## src/rtl/pida_pkg.sv

```systemverilog
// ----------------------------------------------------------------------------
// pida_pkg: shared types for the positional insert/delete array
// Command and status codes, and the control word sent down the cell row.
// ----------------------------------------------------------------------------
package pida_pkg;

  // Index width large enough for any supported capacity (up to 8192 cells).
  localparam int unsigned IDX_W = 13;

  typedef enum logic [2:0] {
    CMD_APPEND = 3'd0,
    CMD_INSERT = 3'd1,
    CMD_READ   = 3'd2,
    CMD_WRITE  = 3'd3,
    CMD_POP    = 3'd4,
    CMD_REMOVE = 3'd5
  } cmd_e_t;

  typedef enum logic [1:0] {
    ST_OK     = 2'd0,
    ST_BADPOS = 2'd1,
    ST_EMPTY  = 2'd2,
    ST_FULL   = 2'd3
  } status_e_t;

  typedef enum logic [1:0] {
    CK_HOLD = 2'd0,
    CK_LOAD = 2'd1,
    CK_INS  = 2'd2,
    CK_DEL  = 2'd3
  } cell_op_t;

  typedef struct packed {
    cell_op_t           op;
    logic [IDX_W-1:0]   idx;
    logic [IDX_W-1:0]   last;
    logic               rd_en;
    logic [IDX_W-1:0]   rd_idx;
  } cell_ctl_t;

endpackage

```

## src/rtl/pida_cell.sv

```systemverilog
// ----------------------------------------------------------------------------
// pida_cell: one storage cell of the list
// Holds one element; loads the new value, takes its left neighbor on an
// insert, or takes its right neighbor on a removal.
// ----------------------------------------------------------------------------
module pida_cell #(
  parameter int unsigned INDEX      = 0,
  parameter int unsigned DATA_WIDTH = 32
) (
  input  logic                   clk,
  input  pida_pkg::cell_ctl_t    ctl,
  input  logic [DATA_WIDTH-1:0]  wr_data,
  input  logic [DATA_WIDTH-1:0]  left,
  input  logic [DATA_WIDTH-1:0]  right,
  output logic [DATA_WIDTH-1:0]  q,
  output logic [DATA_WIDTH-1:0]  rd
);
  import pida_pkg::*;

  localparam logic [IDX_W-1:0] MY_IDX = IDX_W'(INDEX);

  logic [DATA_WIDTH-1:0] q_next;

  always_comb begin
    q_next = q;
    case (ctl.op)
      CK_LOAD: begin
        if (MY_IDX == ctl.idx) q_next = wr_data;
      end
      CK_INS: begin
        if (MY_IDX == ctl.idx) begin
          q_next = wr_data;
        end else if (MY_IDX > ctl.idx && MY_IDX <= ctl.last) begin
          q_next = left;
        end
      end
      CK_DEL: begin
        if (MY_IDX >= ctl.idx && MY_IDX < ctl.last) q_next = right;
      end
      default: q_next = q;
    endcase
  end

  always_ff @(posedge clk) begin
    q <= q_next;
  end

  assign rd = (ctl.rd_en && MY_IDX == ctl.rd_idx) ? q : '0;

endmodule
```

## config.mk

```make
export PLATFORM = sky130hd
export DESIGN_NAME = pida_cell
export DESIGN_NICKNAME = d
export VERILOG_FILES = /design/src/rtl/pida_pkg.sv /design/src/rtl/pida_cell.sv
export SDC_FILE = /design/constraint.sdc
export NUM_CORES = 1
export LEC_CHECK = 0
export ABC_AREA = 1
export BUFFER_PORTS_ARGS = -buffer_cell sky130_fd_sc_hd__clkbuf_2
export CAP_MARGIN = 20
export CORE_ASPECT_RATIO = 0.6
export CORE_MARGIN = 10
export CORE_UTILIZATION = 46
export CTS_CLUSTER_DIAMETER = 200
export DETAILED_ROUTE_END_ITERATION = 12
export GPL_TIMING_DRIVEN = 0
export MAX_ROUTING_LAYER = met4
export PLACE_DENSITY_LB_ADDON = 0.3
export SYNTH_ARGS = -nofsm -noshare
export SYNTH_HDL_FRONTEND = slang
export SYNTH_SLANG_ARGS = --single-unit
```

## constraint.sdc

```tcl
create_clock -name clk -period 8.4 [get_ports clk]
set_clock_uncertainty 0.2 [all_clocks]
set_input_delay 0.42 -clock clk [delete_from_list [all_inputs] [get_ports clk]]
set_output_delay 0.42 -clock clk [all_outputs]
set_load 0.1 [all_outputs]
```

==> results of run 1 <==
[final timing paths]
kind / endpoint / slack, ns
worst max-delay path: rd[13] / 5.99
worst min-delay path: q[8] / 0.30
[power groups by stage]
stage          combinational [mW]  sequential [mW]  clock, mW
2_1_floorplan              0.0430            0.181          0
3_3_place_gp               0.0820            0.181          0
3_5_place_dp               0.0862            0.181          0
4_1_cts                    0.0866            0.178      0.111
5_1_grt                    0.0987            0.177      0.121
6_report                   0.0868            0.177      0.112
[critical path, stage by stage]
cell	delay, ns
clkbuf_2	0.08
nor2_1	0.09
nand3b_1	0.09
nor2_1	0.15
nand3_2	0.17
buf_6	0.22
nor2_2	0.09
clkbuf_2	0.46
[cell usage after synthesis (all sizes together)]
master	instances	area [um2]
buf	22	190.2
o21ai	32	160.2
inv	133	499.2
a21oi	1	5.000
edfxtp	32	960.9
nand3	97	490.5
nor4	1	21.27
clkbuf	4	15.01
nand3b	1	7.510
nand2	78	295.3
nor2	56	320.3
[cell type report]
class | instances | area (um2) | area share (%)
sequential | 32 | 960.9 | 22.93
multi-input combinational | 266 | 1311 | 31.28
timing repair buffer | 202 | 1033 | 24.66
clock buffer | 5 | 68.82 | 1.642
tap | 84 | 105.1 | 2.507
buffer | 26 | 205.2 | 4.896
inverter | 133 | 499.2 | 11.91
clock inverter | 2 | 7.507 | 0.1791
[stage by stage]
stage / area (um2) / cells / worst slack (ns)
2_1_floorplan: 2965 / 457 / 5.236
3_3_place_gp: 4076 / 742 / 4.190
3_5_place_dp: 4115 / 743 / 5.990
4_1_cts: 4192 / 750 / 5.980
5_1_grt: 4192 / 750 / 5.882
6_report: 4192 / 750 / 5.988
[cells by family after synthesis]
kind of cell,synth area share (%)
DFF,32.41
buffers and inverters,23.76
and+or+nand+nor,38.27
AOI/OAI and AO/OA,5.569
[metal layers]
layer,up-vias,wire length (um)
li1,1795,-
met1,1618,4557
met2,183,5472
met3,20,1193
met4,0,160
met5,-,0
==> run metrics, run 1 <==
vias in the first global route 3,618; number of H-tree levels 2; M1 GR Usage 25.37%; Final GP Congestion 0.8595; total track usage 21.91%; CTS tree done; depth of the worst hold-timing path 5; final-report hold violation count 0; VDD IR max 61.49 uV; Reg with most FFs q; DPL Wire Length 9500 um; Max Slew Vio Count 0; Internal Power 273.9 uW; Die Outline Area 10,160 um2; Worst EP arrival 1.79 ns; Setup crit start kind input port; relative slew slack 59.80%; sequential share of the synthesized area 32.41%; HP Start left[8]; Port Buffer Count 201; minimum clock period 2.412 ns; met2 usage 36.30%; Residual DRC 0; post-route ant nets 0; layer with the highest usage met2; Avg Cell Area, Syn 6.489 um2; Total Routed Length 11,380 um; largest net degree at the start of global routing 19; Clock power frac 29.7%; Comb pwr share 23.1%; Hold WC Path Type input port to register; crit path from ctl[11]; worst-margin pin slew 0.6016 ns; first-pass GRT wire length 17,170 um; IO Pins 203; setup repair bufs after CTS 0; met3 Resource Use GR 6.436%; max cap viols 0; area of the mapped netlist 2965 um2; #FFs+latches synth 32; Sw Ratio 27.12%; Setup TNS Final 0 ns; Crit Path Max Fanout 10; Max clock buf depth 2; max frequency 414.6 MHz; most frequent cells in the layout clkbuf_2, inv_1, nand3_1; Tcrit/Tclk final 28.71%; Num Clock Sinks 32; required time worst endpoint 7.78 ns; sw power 101.9 uW; Setup crit end kind output port; die height 82.19 um; LEAKAGE 2.503 nW; ant diodes 0; WHS 0.3027 ns; initial drt markers 203; pwr dens 89.65 nW/um2; final setup vio count 0; CTS Hold Bufs 0; DRT Pass-1 Iters 7; warnings from Yosys 0; initial antenna violation count 0; vias after detailed routing 3,616; most common cell after layout, fill and taps aside clkbuf_2; Post-Route Utilization 67.68%; Via density 4.821; WL/cell 15.18 um; Tot Pwr 375.8 uW; max reg flops 32; gr ovfl total 0; Post-Syn Instances 457; sequential share of power 47.2%; cts bufs inserted 5; status complete, no violations; nets@finish 805; Reg clk slew, reported paths 0.07 ns; Crit Path Class input port to output port; CTS resizes 0; RSZ-0062 raised after global routing false; Starting Density 47.88%; post-synth cell types 17; Area Overhead vs Synth 41.35%; Regs by FF count q x32; core area 6193 um2; row cnt 22; syn nets 596; Layout fillers 561; share of layout cells above drive strength 1 40.69%; Root Driver clkbuf_8; Die X 123.7 um
Power figures use the tool's default switching activity.
==> inputs of run 2 (changes only) <==
--- a/config.mk
+++ b/config.mk
@@ -10,7 +10,7 @@
 export CAP_MARGIN = 20
 export CORE_ASPECT_RATIO = 0.6
 export CORE_MARGIN = 10
-export CORE_UTILIZATION = 46
+export CORE_UTILIZATION = 38
 export CTS_CLUSTER_DIAMETER = 200
 export DETAILED_ROUTE_END_ITERATION = 12
 export GPL_TIMING_DRIVEN = 0
==> constraint.sdc (replaced) <==
create_clock -name clk -period 1.9 [get_ports clk]
set_clock_uncertainty 0.2 [all_clocks]
set_input_delay 0.095 -clock clk [delete_from_list [all_inputs] [get_ports clk]]
set_output_delay 0.095 -clock clk [all_outputs]
set_load 0.1 [all_outputs]
==> run 2 against run 1 <==
The run now ends with negative hold slack left. Clock-buffer cell count is 1 higher. Die area is 17% higher. Non-clock buffer count is 8 higher. Cell count is 3.9% higher. Global-route usage is 0.71 points lower. Worst hold slack worse by 0.31 ns. Sequential cell count stayed put. Clock power grew to 6.8 times the previous value. Critical path type unchanged. Largest cell class unchanged.
==> run metrics, run 2 (same netlist as run 1, synthesis figures left out) <==
status finished with violations; failing checks negative hold slack; max reg flops 32 (unchanged); Layout fillers 687 (+22%); most frequent cells in the layout clkbuf_2, inv_1, nand3_1; HP Start left[24]; share of layout cells above drive strength 1 45.33% (+4.6 points); CP max-delay cell clkbuf_4; max frequency 553.3 MHz; Num Clock Sinks 32 (unchanged); first-pass GRT wire length 19,640 um (+14%); Total Routed Length 12,740 um (+12%); Buf+Inv Stages, Crit Path 3 (unchanged); Worst EP arrival 1.51 ns (-0.28 ns); row cnt 24 (+9.1%); max incr delay on CP 0.33 ns (-0.13 ns); Max Slew Vio Count 0 (unchanged); Setup WS pre-CTS -0.3674 ns (-6.358 ns); Die X 134.0 um (+8.4%); layer with the highest usage met2; worst-margin pin slew 0.6261 ns (+0.02451 ns); placed inst area 4273 um2 (+3.8%); WHS -0.005094 ns (-0.3078 ns); cts bufs inserted 5 (unchanged); Via density 4.822 (about the same); initial antenna violation count 0 (unchanged); vias after detailed routing 3,756 (+3.9%); Area Overhead vs Synth 54.73%; met2 usage 37.41% (+1.1 points); pwr dens 425.5 nW/um2 (+370%); Max clock buf depth 2 (unchanged); Reg clk slew, reported paths 0.05 ns (-0.02 ns); CTS tree done; post-route design area 4588 um2 (+9.5%); minimum clock period 1.807 ns; final setup vio count 0 (unchanged); Setup crit end kind output port; Die Outline Area 11,850 um2 (+17%); crit path from ctl[11]; met3 Resource Use GR 6.957% (+0.52 points); final-report hold violation count 1 (+1); Final GP Congestion 0.8882 (+3.3%); RSZ-0062 raised after global routing false; most common cell after layout, fill and taps aside clkbuf_2; final worst slack 0.09254 ns (-5.896 ns); Regs by FF count q x32; DRT Pass-1 Iters 6 (-1); Crit path top cell by count nor2_1; max cap viols 0 (unchanged); Tcrit/Tclk final 95.13%; CP delay by family, top simple AND/OR/NAND/NOR gates; post-route ant nets 0 (unchanged); Crit Path Max Fanout 10 (unchanged); required time worst endpoint 1.60 ns (-6.18 ns); # placed instances 762 (+2.6%); largest net degree at the start of global routing 17 (-2); Crit Path Class input port to output port; Reg with most FFs q; non-filler cells, final 779 (+3.9%); Starting Density 39.98% (-7.9 points); ant diodes 0 (unchanged); gr ovfl total 0 (unchanged); Post-Route Utilization 61.86% (-5.8 points); total track usage 21.20% (-0.71 points); Tot Pwr 1.952 mW (+420%); core area 7417 um2 (+20%); Hold WC Path Type input port to register; nets@finish 814 (+1.1%); DPL Wire Length 10,020 um (+5.5%); Root Driver clkbuf_16; relative slew slack 58.17% (-1.6 points); number of H-tree levels 2 (unchanged); IO Pins 203 (unchanged); Port Buffer Count 201 (unchanged); WL/cell 16.36 um (+7.8%); die height 88.43 um (+7.6%); LEAKAGE 2.505 nW (about the same); vias in the first global route 3,965 (+9.6%); Residual DRC 0 (unchanged); initial drt markers 230 (+13%); VDD IR max 372.6 uV (+510%); Setup crit start kind input port; M1 GR Usage 23.48% (-1.9 points); Setup TNS Final 0 ns (unchanged); Cell Chain, Critical Path clkbuf_2 -> nor2_1 -> nand3b_1 -> nor2_1 -> nand3_2 -> buf_6 -> nor2_4 -> clkbuf_4
run 2: cell count changes in the layout (fill, tap and decap cells not counted), sizes merged:
cell         before  now
clkinv            2    1
buf              23   22
a21oi             1    2
clkbuf          210  211
dlygate4sd3       0    9
run 2: what timing repair did:
| item | in CTS | in global routing |
|---|---|---|
| gates resized for setup | 31 | 0 |
| hold buffers | 9 | 0 |
| hold endpoints to repair | 9 | 0 |
| setup endpoints to repair | 62 | 0 |
| buffers inserted | 0 | 0 |
run 2: area by class of cell:
type,instances,area (um2),area share (%)
tap,104,130.1,2.836
sequential,32,960.9,20.94
multi-input combinational,267,1488,32.42
inverter,133,499.2,10.88
timing repair buffer,210,1171,25.52
clock buffer,6,128.9,2.809
clock inverter,1,5.005,0.1091
buffer,26,205.2,4.472
run 2: final timing paths:
| check | end | slack, ns | cells past startpoint |
|---|---|---|---|
| worst max-delay path | rd[14] | 0.09 | 8 |
| worst min-delay path | q[24] | -0.005 | 5 |
run 2: tightest hold or removal path, cell delays in order:
cell	delay, ns
clkbuf_2	0.07
inv_1	0.03
nand2_1	0.05
nand3_1	0.05
nand2_1	0.06
run 2: per-layer routing:
| layer | wire [um] | vias to the layer above |
|---|---|---|
| li1 | - | 1823 |
| met1 | 5318 | 1723 |
| met2 | 6090 | 200 |
| met3 | 1272 | 10 |
| met4 | 61 | 0 |
| met5 | 0 | - |
run 2: power breakdown:
| part | switching, mW | leakage (nW) | internal, mW |
|---|---|---|---|
| clock network | 0.282 | 0.0667 | 0.476 |
| logic | 0.212 | 2.16 | 0.197 |
| registers | 0.0000628 | 0.276 | 0.786 |
==> inputs of run 3 (changes only) <==
--- a/config.mk
+++ b/config.mk
@@ -9,7 +9,6 @@
 export BUFFER_PORTS_ARGS = -buffer_cell sky130_fd_sc_hd__clkbuf_2
 export CAP_MARGIN = 20
 export CORE_ASPECT_RATIO = 0.6
-export CORE_MARGIN = 10
 export CORE_UTILIZATION = 38
 export CTS_CLUSTER_DIAMETER = 200
 export DETAILED_ROUTE_END_ITERATION = 12
@@ -19,3 +18,4 @@
 export SYNTH_ARGS = -nofsm -noshare
 export SYNTH_HDL_FRONTEND = slang
 export SYNTH_SLANG_ARGS = --single-unit
+export TNS_END_PERCENT = 100
==> run 3 against run 2 <==
The flow now finishes without violations. Worst hold slack gained 0.0075 ns. Via count shrank 4.1%. Clock-buffer cell count grew 1. Routed wire length shrank 21%. Utilization grew 0.067 points. Critical path type unchanged.
==> run metrics, run 3 (same netlist as run 1, synthesis figures left out) <==
first-pass GRT wire length 15,750 um (-20%); post-route design area 4593 um2 (+0.11%); DPL Wire Length 7665 um (-24%); final setup vio count 0 (unchanged); RSZ-0062 raised after global routing false; Crit Path Max Fanout 10 (unchanged); Tot Pwr 1.952 mW (about the same); cts bufs inserted 5 (unchanged); number of H-tree levels 2 (unchanged); Max Slew Vio Count 0 (unchanged); Hold WC Path Type input port to register; Setup crit end kind output port; WL/cell 12.97 um (-21%); total track usage 25.74% (+4.5 points); Reg with most FFs q; vias in the first global route 3,466 (-13%); non-filler cells, final 781 (+0.26%); Crit Path Class input port to output port; depth of the worst hold-timing path 5 (unchanged); setup repair bufs after CTS 0 (unchanged); pwr dens 425.0 nW/um2 (-0.12%); Area Overhead vs Synth 54.89%; Residual DRC 0 (unchanged); Final GP Congestion 0.8660 (-2.5%); Cell Chain, Critical Path clkbuf_2 -> nor4_4 -> nand3_2 -> buf_6 -> nor2_4 -> buf_2; die height 70.43 um (-20%); relative slew slack 59.84% (+1.7 points); gr ovfl total 0 (unchanged); vias after detailed routing 3,602 (-4.1%); VDD IR max 303.5 uV (-19%); placed inst area 4273 um2 (unchanged); DRT Pass-1 Iters 5 (-1); Num Clock Sinks 32 (unchanged); Post-Route Utilization 61.93% (+0.067 points); core area 7417 um2 (unchanged); Die X 116.0 um (-13%); CP delay by family, top buffers and inverters; max frequency 558.0 MHz (+0.85%); row cnt 24 (unchanged); Hold Path Sink q[8]; required time worst endpoint 1.60 ns (about the same); Reg clk slew, reported paths 0.05 ns (about the same); max reg flops 32 (unchanged); HP Start left[8]; LEAKAGE 2.511 nW (+0.21%); Starting Density 39.98% (unchanged); Via density 4.612 (-4.3%); status complete, no violations; minimum clock period 1.792 ns (-0.01527 ns); initial drt markers 246 (+7.0%); WHS 0.002400 ns (+0.007494 ns); Setup crit start kind input port; worst-margin pin slew 0.6010 ns (-0.02512 ns); share of layout cells above drive strength 1 45.05% (-0.28 points); Tcrit/Tclk final 94.33% (-0.80 points); Die Outline Area 8172 um2 (-31%); IO Pins 203 (unchanged); Total Routed Length 10,130 um (-21%); Root Driver clkbuf_16; CP max-delay cell buf_2; post-route ant nets 0 (unchanged); Port Buffer Count 201 (unchanged); initial antenna violation count 0 (unchanged); most common cell after layout, fill and taps aside clkbuf_2; final-report hold violation count 0 (-1); Buf+Inv Stages, Crit Path 3 (unchanged); # placed instances 762 (unchanged); Worst EP arrival 1.50 ns (about the same); Max clock buf depth 2 (unchanged); CTS tree done; ant diodes 0 (unchanged); max incr delay on CP 0.42 ns (+0.09 ns); max cap viols 0 (unchanged); Regs by FF count q x32; most frequent cells in the layout clkbuf_2, inv_1, nand3_1; largest net degree at the start of global routing 17 (unchanged); nets@finish 815 (+0.12%)
run 3: changes by cell type in the layout (fill, tap and decap cells not counted):
cell,change
buf_2,+3
clkbuf_4,-3
dlygate4sd3_1,+1
clkinv_2,-1
clkinv_1,+1
clkbuf_1,+1
run 3: how the worst max path moves through the flow:
| stage | from | endpoint | slack, ns | depth (start not counted) |
|---|---|---|---|---|
| 2_1_floorplan | q[0] | rd[0] | 0.08 | 2 |
| 5_1_grt | ctl[7] | rd[2] | 0.01 | 8 |
| 6_report | ctl[3] | rd[18] | 0.11 | 6 |
| 3_3_place_gp | ctl[32] | q[19] | -0.35 | 7 |
| 3_5_place_dp | ctl[32] | q[19] | -0.39 | 7 |
| 4_1_cts | ctl[32] | q[25] | 0.02 | 7 |
run 3: worst min-delay path, delay by kind of cell:
family | cells | cell delay [ns]
buffers and inverters | 2 | 0.11
and+or+nand+nor | 3 | 0.17
run 3: per-layer routing:
layer  share of wire, %  global-route usage (%)  vias to the layer above  wire, um
li1                   -                       -                     1824         -
met1                 42                   30.66                     1595      4290
met2                 50                   45.17                      173      5074
met3                6.6                   4.340                       10       672
met4               0.90                   5.983                        0        91
met5                  0                       -                        -         0
run 3: repair_timing:
item / 4_1_cts / 5_1_grt
setup endpoints to repair: 32 / 46
hold buffers: 10 / 0
gates cloned: 1 / 0
endpoints found under the hold margin: 10 / 0
gates resized for setup: 0 / 58
run 3: report_power, final:
group | switching, mW | leakage [nW] | total [mW] | internal (mW)
logic | 0.210 | 2.17 | 0.408 | 0.198
registers | 0.0000616 | 0.276 | 0.786 | 0.786
clock network | 0.277 | 0.0655 | 0.758 | 0.482
total | 0.486 | 2.51 | 1.95 | 1.47
run 3: per-stage QoR:
step	setup slack (ns)	setup TNS, ns
2_1_floorplan	0.07788	0
3_3_place_gp	-0.3480	-11.08
3_5_place_dp	-0.3887	-12.38
4_1_cts	0.02172	0
5_1_grt	0.01214	0
6_report	0.1078	0
run 3: cell type report:
class / instances / area (um2)
clock buffers: 7 / 132.6
fillers: 703 / 2824
inverters: 133 / 499.2
clock inverters: 1 / 3.754
repair buffers: 211 / 1174
flip-flops and latches: 32 / 960.9
multi-input cells: 267 / 1488
plain buffers: 26 / 205.2
well taps: 104 / 130.1
